### src/rtl/npc_pkg.sv
// ---------------------------------------------------------------------------
// npc_pkg: shared types, constants and functions for the nearest palette
// color search unit.
// ---------------------------------------------------------------------------
package npc_pkg;

  // Largest number of color targets the table supports
  localparam int unsigned MAX_TARGETS = 16;

  // Entries with an index at or above this are not compared
  localparam int unsigned PALETTE_SIZE = 256;

  // Distance value of a target that has not matched any entry yet
  localparam logic [7:0] NO_MATCH_DIST = 8'hFF;

  // Stream payload widths
  localparam int unsigned IN_DATA_W  = 32;
  localparam int unsigned OUT_DATA_W = 24;

  // Standard 16 text-mode colors in 6-bit DAC units
  localparam logic [5:0] TARGET_R [MAX_TARGETS] = '{
    6'd0,  6'd0,  6'd0,  6'd0,  6'd42, 6'd42, 6'd42, 6'd42,
    6'd21, 6'd21, 6'd21, 6'd21, 6'd63, 6'd63, 6'd63, 6'd63
  };
  localparam logic [5:0] TARGET_G [MAX_TARGETS] = '{
    6'd0,  6'd0,  6'd42, 6'd42, 6'd0,  6'd0,  6'd21, 6'd42,
    6'd21, 6'd21, 6'd63, 6'd63, 6'd21, 6'd21, 6'd63, 6'd63
  };
  localparam logic [5:0] TARGET_B [MAX_TARGETS] = '{
    6'd0,  6'd42, 6'd0,  6'd42, 6'd0,  6'd42, 6'd0,  6'd42,
    6'd21, 6'd63, 6'd21, 6'd63, 6'd21, 6'd63, 6'd21, 6'd63
  };

  // Best match kept for one target
  typedef struct packed {
    logic [7:0] index;
    logic [7:0] distance;
  } npc_match_t;

  // Absolute difference of two channel values
  function automatic logic [5:0] abs_diff(input logic [5:0] a, input logic [5:0] b);
    logic [5:0] res;
    begin
      res = (a > b) ? (a - b) : (b - a);
      return res;
    end
  endfunction

  // Manhattan distance from a color to one target, at most 189
  function automatic logic [7:0] target_distance(input logic [3:0] t,
                                                 input logic [5:0] r,
                                                 input logic [5:0] g,
                                                 input logic [5:0] b);
    logic [7:0] sum;
    begin
      sum = 8'(abs_diff(r, TARGET_R[t])) + 8'(abs_diff(g, TARGET_G[t]))
          + 8'(abs_diff(b, TARGET_B[t]));
      return sum;
    end
  endfunction

endpackage

### src/rtl/npc_min_track.sv
// ---------------------------------------------------------------------------
// npc_min_track: running minimum per target
// Compares one registered entry with every target in parallel, keeps
// the smallest distance and its entry index, and on the final entry hands
// the updated minima to the result sequencer and clears them.
// ---------------------------------------------------------------------------
module npc_min_track #(
  parameter int unsigned NUM_TARGETS = 16
) (
  input  logic                   clk,
  input  logic                   rst,
  input  logic                   item_valid,
  input  logic [7:0]             entry_index,
  input  logic [5:0]             red,
  input  logic [5:0]             green,
  input  logic [5:0]             blue,
  input  logic                   final_entry,
  output logic                   snap_load,
  output npc_pkg::npc_match_t    snap [NUM_TARGETS]
);

  npc_pkg::npc_match_t minima      [NUM_TARGETS];
  npc_pkg::npc_match_t minima_next [NUM_TARGETS];
  logic                in_palette;
  logic [7:0]          target_dist [NUM_TARGETS];

  // Skip entries that lie beyond the palette
  assign in_palette = {1'b0, entry_index} < 9'(npc_pkg::PALETTE_SIZE);

  // Compare against every target; strictly smaller wins, so ties keep the earlier entry
  always_comb begin
    for (int t = 0; t < NUM_TARGETS; t++) begin
      target_dist[t] = npc_pkg::target_distance(4'(t), red, green, blue);
      minima_next[t] = minima[t];
      if (item_valid && in_palette && (target_dist[t] < minima[t].distance)) begin
        minima_next[t].distance = target_dist[t];
        minima_next[t].index    = entry_index;
      end
    end
  end

  // Hand over the updated minima on the final entry
  assign snap_load = item_valid && final_entry;
  assign snap      = minima_next;

  // Hold minima; clear after a run ends
  always_ff @(posedge clk) begin
    for (int t = 0; t < NUM_TARGETS; t++) begin
      if (rst || snap_load) begin
        minima[t].distance <= npc_pkg::NO_MATCH_DIST;
        minima[t].index    <= 8'd0;
      end else begin
        minima[t] <= minima_next[t];
      end
    end
  end

endmodule

### src/rtl/npc_emitter.sv
// ---------------------------------------------------------------------------
// npc_emitter: result bank and sequencer
// Captures the minima of a finished run and transfers one result per target
// in target order through an output register.
// ---------------------------------------------------------------------------
module npc_emitter #(
  parameter int unsigned NUM_TARGETS = 16
) (
  input  logic                   clk,
  input  logic                   rst,
  input  logic                   snap_load,
  input  npc_pkg::npc_match_t    snap [NUM_TARGETS],
  output logic                   busy,
  output logic                   out_valid,
  input  logic                   out_ready,
  output logic [3:0]             target_number,
  output logic [7:0]             best_index,
  output logic [7:0]             best_distance,
  output logic                   run_end
);

  localparam int unsigned TGT_W = (NUM_TARGETS > 1) ? $clog2(NUM_TARGETS) : 1;
  localparam logic [TGT_W-1:0] LAST_TGT = TGT_W'(NUM_TARGETS - 1);

  npc_pkg::npc_match_t bank [NUM_TARGETS];
  logic [TGT_W-1:0]    cnt;
  logic                fire;

  // Move the next result when the output register is free
  assign fire = busy && (!out_valid || out_ready);

  // Capture a finished run
  always_ff @(posedge clk) begin
    if (snap_load) begin
      bank <= snap;
    end
  end

  // Step through the targets
  always_ff @(posedge clk) begin
    if (rst) begin
      busy <= 1'b0;
      cnt  <= '0;
    end else if (snap_load) begin
      busy <= 1'b1;
      cnt  <= '0;
    end else if (fire) begin
      if (cnt == LAST_TGT) begin
        busy <= 1'b0;
        cnt  <= '0;
      end else begin
        cnt <= cnt + 1'b1;
      end
    end
  end

  // Output register
  always_ff @(posedge clk) begin
    if (rst) begin
      out_valid <= 1'b0;
    end else if (fire) begin
      out_valid <= 1'b1;
    end else if (out_ready) begin
      out_valid <= 1'b0;
    end
  end

  always_ff @(posedge clk) begin
    if (fire) begin
      target_number <= 4'(cnt);
      best_index    <= bank[cnt].index;
      best_distance <= bank[cnt].distance;
      run_end       <= (cnt == LAST_TGT);
    end
  end

endmodule

### src/rtl/nearest_palette_color_search_unit.sv
// ---------------------------------------------------------------------------
// nearest_palette_color_search_unit: nearest standard color per target
// Streams 6-bit RGB palette entries and tracks, for each standard color,
// the entry with the smallest sum of absolute channel differences.
// ---------------------------------------------------------------------------
// Palette entries are taken one per cycle unless a final entry is held back
// (see below): each entry sits in an input register while all targets are
// compared against it in parallel and the running minima update. An entry
// marked tlast closes the run: its minima move into a result bank, the
// minima clear, and NUM_TARGETS results leave on the master side, one per
// cycle while tready is high, the last one with tlast. Entries of the next
// palette keep streaming in while those results go out; a second final
// entry waits in the input register until the bank has emptied, so a later
// final entry is taken only after the bank has been loaded and all
// NUM_TARGETS results have moved into the output register. The final entry
// loads the bank; the first result then moves into the output register.
// ---------------------------------------------------------------------------
module nearest_palette_color_search_unit #(
  parameter int unsigned NUM_TARGETS = 16
) (
  input  logic                            clk,
  input  logic                            rst,
  // entry_index[7:0], red[13:8], green[19:14], blue[25:20], zero[31:26]
  input  logic [npc_pkg::IN_DATA_W-1:0]   s_tdata,
  input  logic                            s_tlast,   // final_entry
  input  logic                            s_tvalid,
  output logic                            s_tready,
  // target_number[3:0], best_index[11:4], best_distance[19:12], zero[23:20]
  output logic [npc_pkg::OUT_DATA_W-1:0]  m_tdata,
  output logic                            m_tlast,   // run_end
  output logic                            m_tvalid,
  input  logic                            m_tready
);

  logic                in_valid;
  logic [7:0]          in_index;
  logic [5:0]          in_red;
  logic [5:0]          in_green;
  logic [5:0]          in_blue;
  logic                in_final;
  logic                go;
  logic                busy;
  logic                snap_load;
  npc_pkg::npc_match_t snap [NUM_TARGETS];
  logic [3:0]          target_number;
  logic [7:0]          best_index;
  logic [7:0]          best_distance;

  // A final entry waits while the previous run is still being sent
  assign go       = in_valid && (!in_final || !busy);
  assign s_tready = !in_valid || go;

  // Input register
  always_ff @(posedge clk) begin
    if (rst) begin
      in_valid <= 1'b0;
    end else if (s_tready) begin
      in_valid <= s_tvalid;
    end
  end

  always_ff @(posedge clk) begin
    if (s_tvalid && s_tready) begin
      in_index <= s_tdata[7:0];
      in_red   <= s_tdata[13:8];
      in_green <= s_tdata[19:14];
      in_blue  <= s_tdata[25:20];
      in_final <= s_tlast;
    end
  end

  npc_min_track #(
    .NUM_TARGETS (NUM_TARGETS)
  ) u_min_track (
    .clk         (clk),
    .rst         (rst),
    .item_valid  (go),
    .entry_index (in_index),
    .red         (in_red),
    .green       (in_green),
    .blue        (in_blue),
    .final_entry (in_final),
    .snap_load   (snap_load),
    .snap        (snap)
  );

  npc_emitter #(
    .NUM_TARGETS (NUM_TARGETS)
  ) u_emitter (
    .clk           (clk),
    .rst           (rst),
    .snap_load     (snap_load),
    .snap          (snap),
    .busy          (busy),
    .out_valid     (m_tvalid),
    .out_ready     (m_tready),
    .target_number (target_number),
    .best_index    (best_index),
    .best_distance (best_distance),
    .run_end       (m_tlast)
  );

  // Pack the result fields
  assign m_tdata = {4'd0, best_distance, best_index, target_number};

endmodule
### config.mk
export PLATFORM = sky130hd
export DESIGN_NAME = nearest_palette_color_search_unit
export DESIGN_NICKNAME = d
export VERILOG_FILES = /design/src/rtl/npc_pkg.sv /design/src/rtl/npc_min_track.sv /design/src/rtl/npc_emitter.sv /design/src/rtl/nearest_palette_color_search_unit.sv
export SDC_FILE = /design/constraint.sdc
export NUM_CORES = 1
export LEC_CHECK = 0
export BUFFER_PORTS_ARGS = -buffer_cell sky130_fd_sc_hd__buf_2
export CAP_MARGIN = 15
export CELL_PAD_IN_SITES_DETAIL_PLACEMENT = 2
export CELL_PAD_IN_SITES_GLOBAL_PLACEMENT = 2
export CORE_ASPECT_RATIO = 0.8
export CORE_MARGIN = 5
export CORE_UTILIZATION = 45
export CTS_CLUSTER_DIAMETER = 200
export DETAILED_ROUTE_END_ITERATION = 8
export PLACE_DENSITY = 0.91
export SYNTH_ARGS = -nofsm -noshare
export SYNTH_HDL_FRONTEND = slang
export SYNTH_SLANG_ARGS = --single-unit
### constraint.sdc
create_clock -name clk -period 10.22 [get_ports clk]
set_input_delay 2.044 -clock clk [delete_from_list [all_inputs] [get_ports clk]]
set_output_delay 2.044 -clock clk [all_outputs]
set_load 0.05 [all_outputs]
# [After elaboration in Yosys (flattened, before gate mapping)]
# Memory sizes are Yosys's and may differ from the RTL's.
# Cells that the tools add are included.
[op_classes] n_addsub=47 n_lt_le_gt_ge=29 eq_ne=1 mux=56 bitwise=17 reduce_logical=33
[op_table] operator="$mux W16" n=34
[op_table] operator="$lt A8 B8 Y1" n=16
[op_table] operator="$add A8 B6 Y8" n=13
[op_table] operator="$mux W6" n=12
[op_table] operator="$bmux W16 S4" n=1
[op_table] operator="$add A6 B6 Y7" n=9
[op_table] operator="$gt A6 B6 Y1 const B" n=6
[op_table] operator="$sub A6 B6 Y6 const A" n=6
[op_table] operator="$sub A6 B6 Y6 const B" n=6
[op_table] operator="$add A7 B6 Y8" n=3
[op_table] operator="$logic_and A1 B1 Y1" n=20
[op_table] operator="$gt A6 B1 Y1 const B" n=3
[op_table] operator="$gt A6 B5 Y1 const B" n=3
[op_table] operator="$sub A1 B6 Y6 const A" n=3
[op_table] operator="$sub A5 B6 Y6 const A" n=3
[op_table] operator="$sub A6 B5 Y6 const B" n=3
[op_table] operator="$or A1 B1 Y1" n=16
[op_table] operator="$mux W1" n=8
[op_table] operator="$reduce_bool A2 Y1" n=3
[op_table] operator="$ge A5 B5 Y1 const B" n=1
[op_table] operator="$not A4 Y5" n=1
[op_table] operator="$add A4 B1 Y4 const B" n=1
[op_table] operator="$eq A4 B4 Y1 const B" n=1
[op_table] operator="$logic_not A1 Y1" n=4
[op_table] operator="4 further kinds" n=7
[word_totals] reg_bits=311 ramBits=256 inputBits=37 out_inout_bits=27 word_cells=229 n_memories=1
[memory_table] name="u_min_track.minima" words=16 width=16 read_ports=16 rd_clocked_by_memory_dff=0 wr=16 line_no="npc_min_track.sv:22" source="npc_pkg::npc_match_t minima [NUM_TARGETS];"

# [Logic depth before layout (Yosys ltp)]
# Gate-level depths: netlist (run 1).
[logic_depth] word_depth=8 ltp_mapped=28 depth_no_buf=25

# [By module]
# A second synthesis (run 1) with hierarchy kept.
[unflattened] hier_cells=2607 area_unflattened_um2=30969.7
[modules_own_cells] module="npc_min_track" n_inst=1 cells_per_inst=2121 area_each_um2=19520.0 seq_area_each_um2=5124.9
[modules_own_cells] module="npc_emitter" n_inst=1 cells_per_inst=448 area_each_um2=10552.6 seq_area_each_um2=8438.1
[modules_own_cells] module="nearest_palette_color_search_unit" n_inst=1 cells_per_inst=38 area_each_um2=897.1 seq_area_each_um2=830.8

# [Worst setup path after synthesis (run 1)]
# Ideal clock, no wire load.
[synth_timing] path_type="register to register" startpoint="register u_emitter.busy" endpoint="memory u_min_track.minima[1][104] in the netlist's numbering" setup_ns=0.115 t_arrival_ns=7.446 required_ns=10.105 path_slack_ns=2.659 stages_incl_launch_ff=7 path_buffers=2 period_less_slack_ns=7.561 cell_sequence="dfxtp_1 inv_1 and3_1 nor2_1 clkbuf_1 clkbuf_1 and2_1"
[synth_rtl] item="from (decl)" line_no="npc_emitter.sv:13" source="output logic busy,"
[synth_rtl] item="from (signal assigned)" line_no="npc_emitter.sv:42" source="busy <= 1'b0;"
[synth_rtl] item="from (signal assigned)" line_no="npc_emitter.sv:45" source="busy <= 1'b1;"
[synth_rtl] item="from (signal assigned)" line_no="npc_emitter.sv:49" source="busy <= 1'b0;"
[synth_rtl] item="to (decl)" line_no="npc_min_track.sv:22"

==> impl_results.md, run 1 <==
- Max_cap viols: 0
- Worst Hold End: u_emitter.bank[75]$_DFFE_PP_
- Cell variety after synth: 64
- Drt initial violations: 2108
- P_leak: 14.26 nW
- WS Path Type: flop to flop
- Period utilization: 77.30%
- Non-Filler Instances: 3510
- Layout cells sized above 1: 21.16%
- Worst slew pin tran: around 1.3 ns
- DR vias/cell: 6.383
- Ys Warns: 0
- Post-synth EDFFs: about 300
- Fraction of registers with async set/reset: 0%
- Most common cell after layout, fill and taps aside: edfxtp_1
- Vias in the first global route: 25450
- Starting density of the core: a little under half
- Smallest hold slack: 0.5530 ns
- Mapped Cells: roughly 2500
- GRT Residual Overflow: 0
- Aggregate global-route resource usage: between 30% and 40%
- Worst min path class: flop to flop
- Worst-path fanout max: 16
- Status: finished clean
- Skew final: a little over 0.04 ns
- Slew Limit Headroom: 12.22%
- Hold Startpoint: u_min_track.minima[1][59]$_SDFF_PP0_
- TritonRoute pass-1 iters: 5
- Peak VDD IR: around 0.14 mV
- Placed instance count: about 3400
- Die W: 301.1 um
- Clock slew at reported path FFs: 0.06 ns
- Fin crit period: approximately 7.9 ns
- Number of nets in the layout: 2874
- Unrepaired setup endpoints after global routing: no
- CTS tree: built
- Avg Inst Size Synth: 12.22 um2
- Setup crit start: in_green[1]$_DFFE_PP_
- PD cells: 252.0 nW/um2
- Cts hold-fix bufs: 0
- WHS Path Cells: 1
- TNS Setup: 0 ns
- Most frequent cells in the layout: edfxtp_1, ha_1, dfxtp_1
- Clock tree buffer depth: 3
- Worst EP arrival: 8.35 ns
- Startpoint types: flop
- Largest net degree at the start of global routing: 203
- Placed Area: approximately 32000 um2
- ANT nets after route: 0
- Post-Syn Area: 30500 um2
- Synth Register Bits: 567
- Clock tree root buffer cell: clkbuf_16
- Via count: approximately 22000
- Fmax: 0.1266 GHz
- R2r worst-path depth: 21
- Core Region: 67210 um2
- Filler cells: 6425
- Worst reg2reg startpoint: in_green[1]$_DFFE_PP_
- Core Rows: 85
- I/O Pins: 64
- Total Wirelength: 127700 um
- H-tree depth: 2
- Slew Viols, Final: 0
- Prevailing post-synth register cell: edfxtp_1
- Endpoints failing setup: 0
- Die area: 73130 um2
- R2r setup slk: 2.32 ns
- Reg area: about 14000 um2
- Post-synthesis sequential area ratio: 47.19%
- Area of the multi-input gates: 15080 um2
- Required time of the critical path: 10.67 ns
- Worst-Skew Late Latency: 0.67 ns
- Wire per inst: 36.39 um
- Detailed placement HPWL: approximately 75000 um
- Chip Height: 242.9 um
- Reg-to-Reg End: u_min_track.minima[1][81]$_SDFF_PP1_
- CTS buffer count: 60
- Area grow syn2layout: 11.44%
- Final hold violation count: 0
- PortBufs: 53
- Final non-filler cell area: 34000 um2
- Initial antenna violation count: 10
- Clk sinks: 567
- Post-CTS Resized: 0
- DRC: 0
- Setup bufs post-CTS: 0
- RePlAce Congestion: about 0.87
- First-pass GRT wire length: roughly 180000 um
- Design Power: 0.008566 W
- CP endpoint kind: flop
==> through the flow <==
stage | setup WS (ns) | utilization, %
finish | 2.320 | 50.58
global route | 2.267 | 50.57
detailed placement | 2.876 | 47.32
global placement | 3.406 | 47.32
CTS | 2.592 | 50.42
floorplan | 2.659 | -
==> report_power, final <==
part | switching [W] | leakage, nW | total, W | internal (W)
logic | 0.00204 | 8.33 | 0.00329 | 0.00125
clock network | 0.00110 | 1.01 | 0.00243 | 0.00133
registers | 0.000159 | 4.91 | 0.00284 | 0.00269
total | 0.00330 | 14.3 | 0.00857 | 0.00527
==> synth_stat cells, types with 4 or more instances <==
master      n  share of area [%]
edfxtp_1  304                 30
ha_1      271                 11
dfxtp_1   263                 17
mux2_2    246                9.1
inv_1     188                2.3
nand2b_1  151                3.1
a21oi_1   133                2.2
and2_1    130                2.7
xnor2_1   101                2.9
mux4_2     80                5.9
a21o_1     74                1.8
clkbuf_1   72               0.89
o21ai_0    70                1.1
nor2_1     66               0.81
nand2_1    43               0.53
o21bai_1   40               0.98
xor2_1     39                1.1
a211oi_1   25               0.62
fa_1       21                1.4
nor2b_1    21               0.43
o21a_1     18               0.44
buf_2      15               0.25
a31oi_1    14               0.29
nand3_1    10               0.16
a211o_1     9               0.26
and3_1      8               0.16
nor3_1      8               0.13
buf_1       7              0.086
mux2i_1     6               0.20
or2_2       5               0.10
or3_1       5               0.10
buf_4       4              0.098
nor4_1      4              0.082
o21ai_1     4              0.066
==> cell families after synthesis <==
family	Yosys count	synth area share, %
flip-flops	567	47.19
AND/OR/NAND/NOR	459	8.597
AO/OA/AOI/OAI	413	8.634
multiplexers	334	15.28
adder cells (fa/ha/maj)	294	12.56
buffers and inverters	289	3.708
XOR/XNOR	140	4.020
other	1	0.01229
==> critical path, cell delays in order, from the launching register on <==
cell and delay [ns]:
edfxtp_1 0.70, inv_1 0.42, ha_1 0.33, nand2b_1 0.25
o21ai_0 0.60, mux2i_1 0.20, xnor2_1 0.47, ha_1 0.41
nand3_1 0.13, nor3_1 0.06, a2111oi_1 0.55, xnor2_1 0.30
ha_1 0.45, inv_1 0.08, o21bai_1 0.22, a21oi_1 0.16
xnor2_1 0.19, ha_1 0.39, nand3_1 0.11, o21ai_2 0.95
mux2_2 0.50, nand2b_1 0.21
==> metal layers <==
layer	track usage (%)	wire [um]
met5	0	74
met4	20.61	9720
met3	6.924	9212
met2	58.69	62130
met1	38.32	46600
==> state kept, by name (all words and copies together) (netlist names) <==
name,count
u_emitter.best_distance,8
in_green,6
u_emitter.bank,256
in_blue,6
u_emitter.best_index,8
in_red,6
u_emitter.out_valid,1
in_final,1
u_emitter.run_end,1
in_valid,1
u_emitter.target_number,4
u_emitter.cnt,4
u_emitter.busy,1
u_min_track.minima,256
in_index,8
==> worst max path at each step <==
stage	endpoint	slack, ns	cells past startpoint
after global routing	u_min_track.minima[1][81]$_SDFF_PP1_	2.27	21
after CTS	u_min_track.minima[1][81]$_SDFF_PP1_	2.59	21
after global placement	u_min_track.minima[1][23]$_SDFF_PP1_	3.41	22
after detailed placement	u_min_track.minima[1][23]$_SDFF_PP1_	2.88	22
after floorplan	u_min_track.minima[1][104]$_SDFF_PP0_	2.66	6
final	u_min_track.minima[1][81]$_SDFF_PP1_	2.32	21
==> layout make-up <==
| class | count | area share, % |
|---|---|---|
| clock inverter | 37 | 1.285 |
| antenna | 2 | 0.01472 |
| timing repair buffer | 83 | 1.667 |
| tap | 913 | 3.360 |
| sequential | 567 | 42.36 |
| clock buffer | 75 | 4.851 |
| inverter | 189 | 2.087 |
| multi-input combinational | 1644 | 44.37 |
No activity file was read; power rests on OpenSTA's default activity.
==> run 2, diff against run 1 <==
==> constraint.sdc (replaced) <==
create_clock -name clk -period 7.46 [get_ports clk]
set_input_delay 1.492 -clock clk [delete_from_list [all_inputs] [get_ports clk]]
set_output_delay 1.492 -clock clk [all_outputs]
set_load 0.05 [all_outputs]
==> run 2 against run 1 <==
Net effect:
- first-iteration DRC count rose by 7.0%
- routed wire length fell by 1.3%
- total power rose by 36%
- fmax rose by 6.4%
- via count rose by 0.83%
- non-clock buffer count rose by 15
- cell count rose by 0.51%
- die area did not move
- register-to-register slack got worse by 2.3 ns
- combinational power rose by 34%
- critical endpoint is now u_min_track.minima[0][55]$_SDFF_PP1_
==> impl_results.md, run 2 (same netlist as run 1, synthesis figures left out) <==
- TNS Setup: 0 ns
- Worst EP arrival: 7.89 ns
- Detailed placement HPWL: approximately 77000 um
- I/O Pins: 64
- ANT nets after route: 0
- Core Region: 67210 um2
- Wire per inst: between 30 and 40 um
- Most common cell after layout, fill and taps aside: edfxtp_1
- Worst min path class: flop to flop
- DR vias/cell: 6.403
- Fin crit period: around 7.4 ns
- Finished Core Util: between 50% and 60%
- Most frequent CP cell: ha_1
- Peak VDD IR: between 0.15 and 0.2 mV
- Number of nets in the layout: 2889
- Vias in the first global route: 25240
- PortBufs: 53
- First-pass GRT wire length: around 180000 um
- Aggregate global-route resource usage: 33.72%
- Slew Viols, Final: 0
- Biggest regs: u_emitter.bank (256), u_min_track.minima (256)
- Layout cells sized above 1: 21.56%
- Required time of the critical path: 7.93 ns
- RePlAce Congestion: ~0.88
- Slowest CP cell: o41ai_1
- Non-Filler Instances: 3528
- Clock tree root buffer cell: clkbuf_16
- CTS tree: built
- Area grow syn2layout: 11.62%
- WS Path Type: flop to flop
- Worst-Skew Late Latency: 0.66 ns
- GRT Residual Overflow: 0
- CTS buffer count: 60
- CP Buf/Inv Count: 3
- Cell family with most CP delay: compound AO/OA/AOI/OAI gates
- PD cells: about 340 nW/um2
- CP endpoint kind: flop
- TritonRoute pass-1 iters: 6
- Max_cap viols: 0
- Worst slew pin tran: 1.217 ns
- Largest stage delay, worst path: 0.64 ns
- Fmax: 0.1347 GHz
- Clk sinks: 567
- Drt initial violations: approximately 2300
- Core Rows: 85
- Chip Height: 242.9 um
- Initial antenna violation count: 14
- Period utilization: 99.49%
- Endpoints failing setup: 0
- CP Cell Sequence: inv_1 > ha_1 > or4b_4 > o21ai_0 > a221oi_2 > o41ai_1 > xor2_1 > ha_1 > inv_1 > nor2_1 > nor2_1 > o21bai_1 > a21oi_1 > xnor2_1 > ha_1 > or2_2 > a211oi_1 > a21oi_2 > buf_4 > mux2_2 > nand2b_1
- P_leak: around 14 nW
- DRC: 0
- Smallest hold slack: about 0.55 ns
- Startpoint types: flop
- Unrepaired setup endpoints after global routing: no
- Worst-path fanout max: 11
- Most frequent cells in the layout: edfxtp_1, ha_1, dfxtp_1
- Die area: 73130 um2
- Slew Limit Headroom: 18.73%
- Via count: 22590
- Placed instance count: between 3000 and 4000
- Clock tree buffer depth: 3
- Status: finished clean
- Largest net degree at the start of global routing: 207
- Clock slew at reported path FFs: 0.07 ns
- Cts hold-fix bufs: 0
- Design Power: 0.01164 W
- Total Wirelength: 126000 um
- Final hold violation count: 0
- Starting density of the core: 45.38%
- Die W: around 300 um
- R2r setup slk: 0.04 ns
- Skew final: roughly 0.025 ns
- H-tree depth: 2
-- run 2: cell types whose count changed in the layout (fill, tap and decap cells not counted), sizes merged --
cell / change
inv: -2
clkinv: -8
diode: +2
buf: +16
clkinvlp: +2
clkbuf: +7
bufinv: +1
-- run 2: area by class of cell --
class | count | area, um2
Fill cell | 6426 | 33170
Multi-Input combinational cell | 1644 | 15100
Sequential cell | 567 | 14400
Clock buffer | 83 | 1669
Tap cell | 913 | 1142
Inverter | 189 | 709.4
Timing Repair Buffer | 98 | 613.1
Clock inverter | 30 | 406.6
Antenna cell | 4 | 10.01
-- run 2: routing by layer --
| layer | vias up | track usage, % | part of all wire, % |
|---|---|---|---|
| met5 | - | 0.06614 | 0.071 |
| met4 | 14 | 20.80 | 7.5 |
| met3 | 560 | 7.844 | 7.2 |
| met2 | 1264 | 58.44 | 49 |
| met1 | 11700 | 37.59 | 36 |
| li1 | 9048 | - | - |
-- run 2: report_power, final --
| group | internal, W | leakage, nW | switching (W) | total (W) |
|---|---|---|---|---|
| combinational | 0.00169 | 8.38 | 0.00272 | 0.00442 |
| clock | 0.00185 | 0.986 | 0.00147 | 0.00332 |
| sequential | 0.00368 | 4.91 | 0.000227 | 0.00391 |
-- run 2: final timing paths --
check                                       start  depth (start not counted)                              endpoint
max                           in_red[0]$_DFFE_PP_                         21  u_min_track.minima[0][55]$_SDFF_PP1_
min          u_min_track.minima[1][58]$_SDFF_PP0_                          1          u_emitter.bank[74]$_DFFE_PP_
max reg2reg                   in_red[0]$_DFFE_PP_                         21  u_min_track.minima[0][55]$_SDFF_PP1_
min reg2reg  u_min_track.minima[1][58]$_SDFF_PP0_                          1          u_emitter.bank[74]$_DFFE_PP_
-- run 2: what timing repair did --
action | 4_1_cts | 5_1_grt
resized for setup | 1 | 6
setup endpoints to repair | 15 | 146
setup buffers | 0 | 2
cloned | 0 | 0
-- run 2: stage by stage --
step                setup WS, ns  instance area (um2)
floorplan                  1.594                30520
global placement           1.043                31920
detailed placement        0.3713                31920
CTS                     0.005924                34000
global route            0.008588                34040
finish                   0.03840                34050
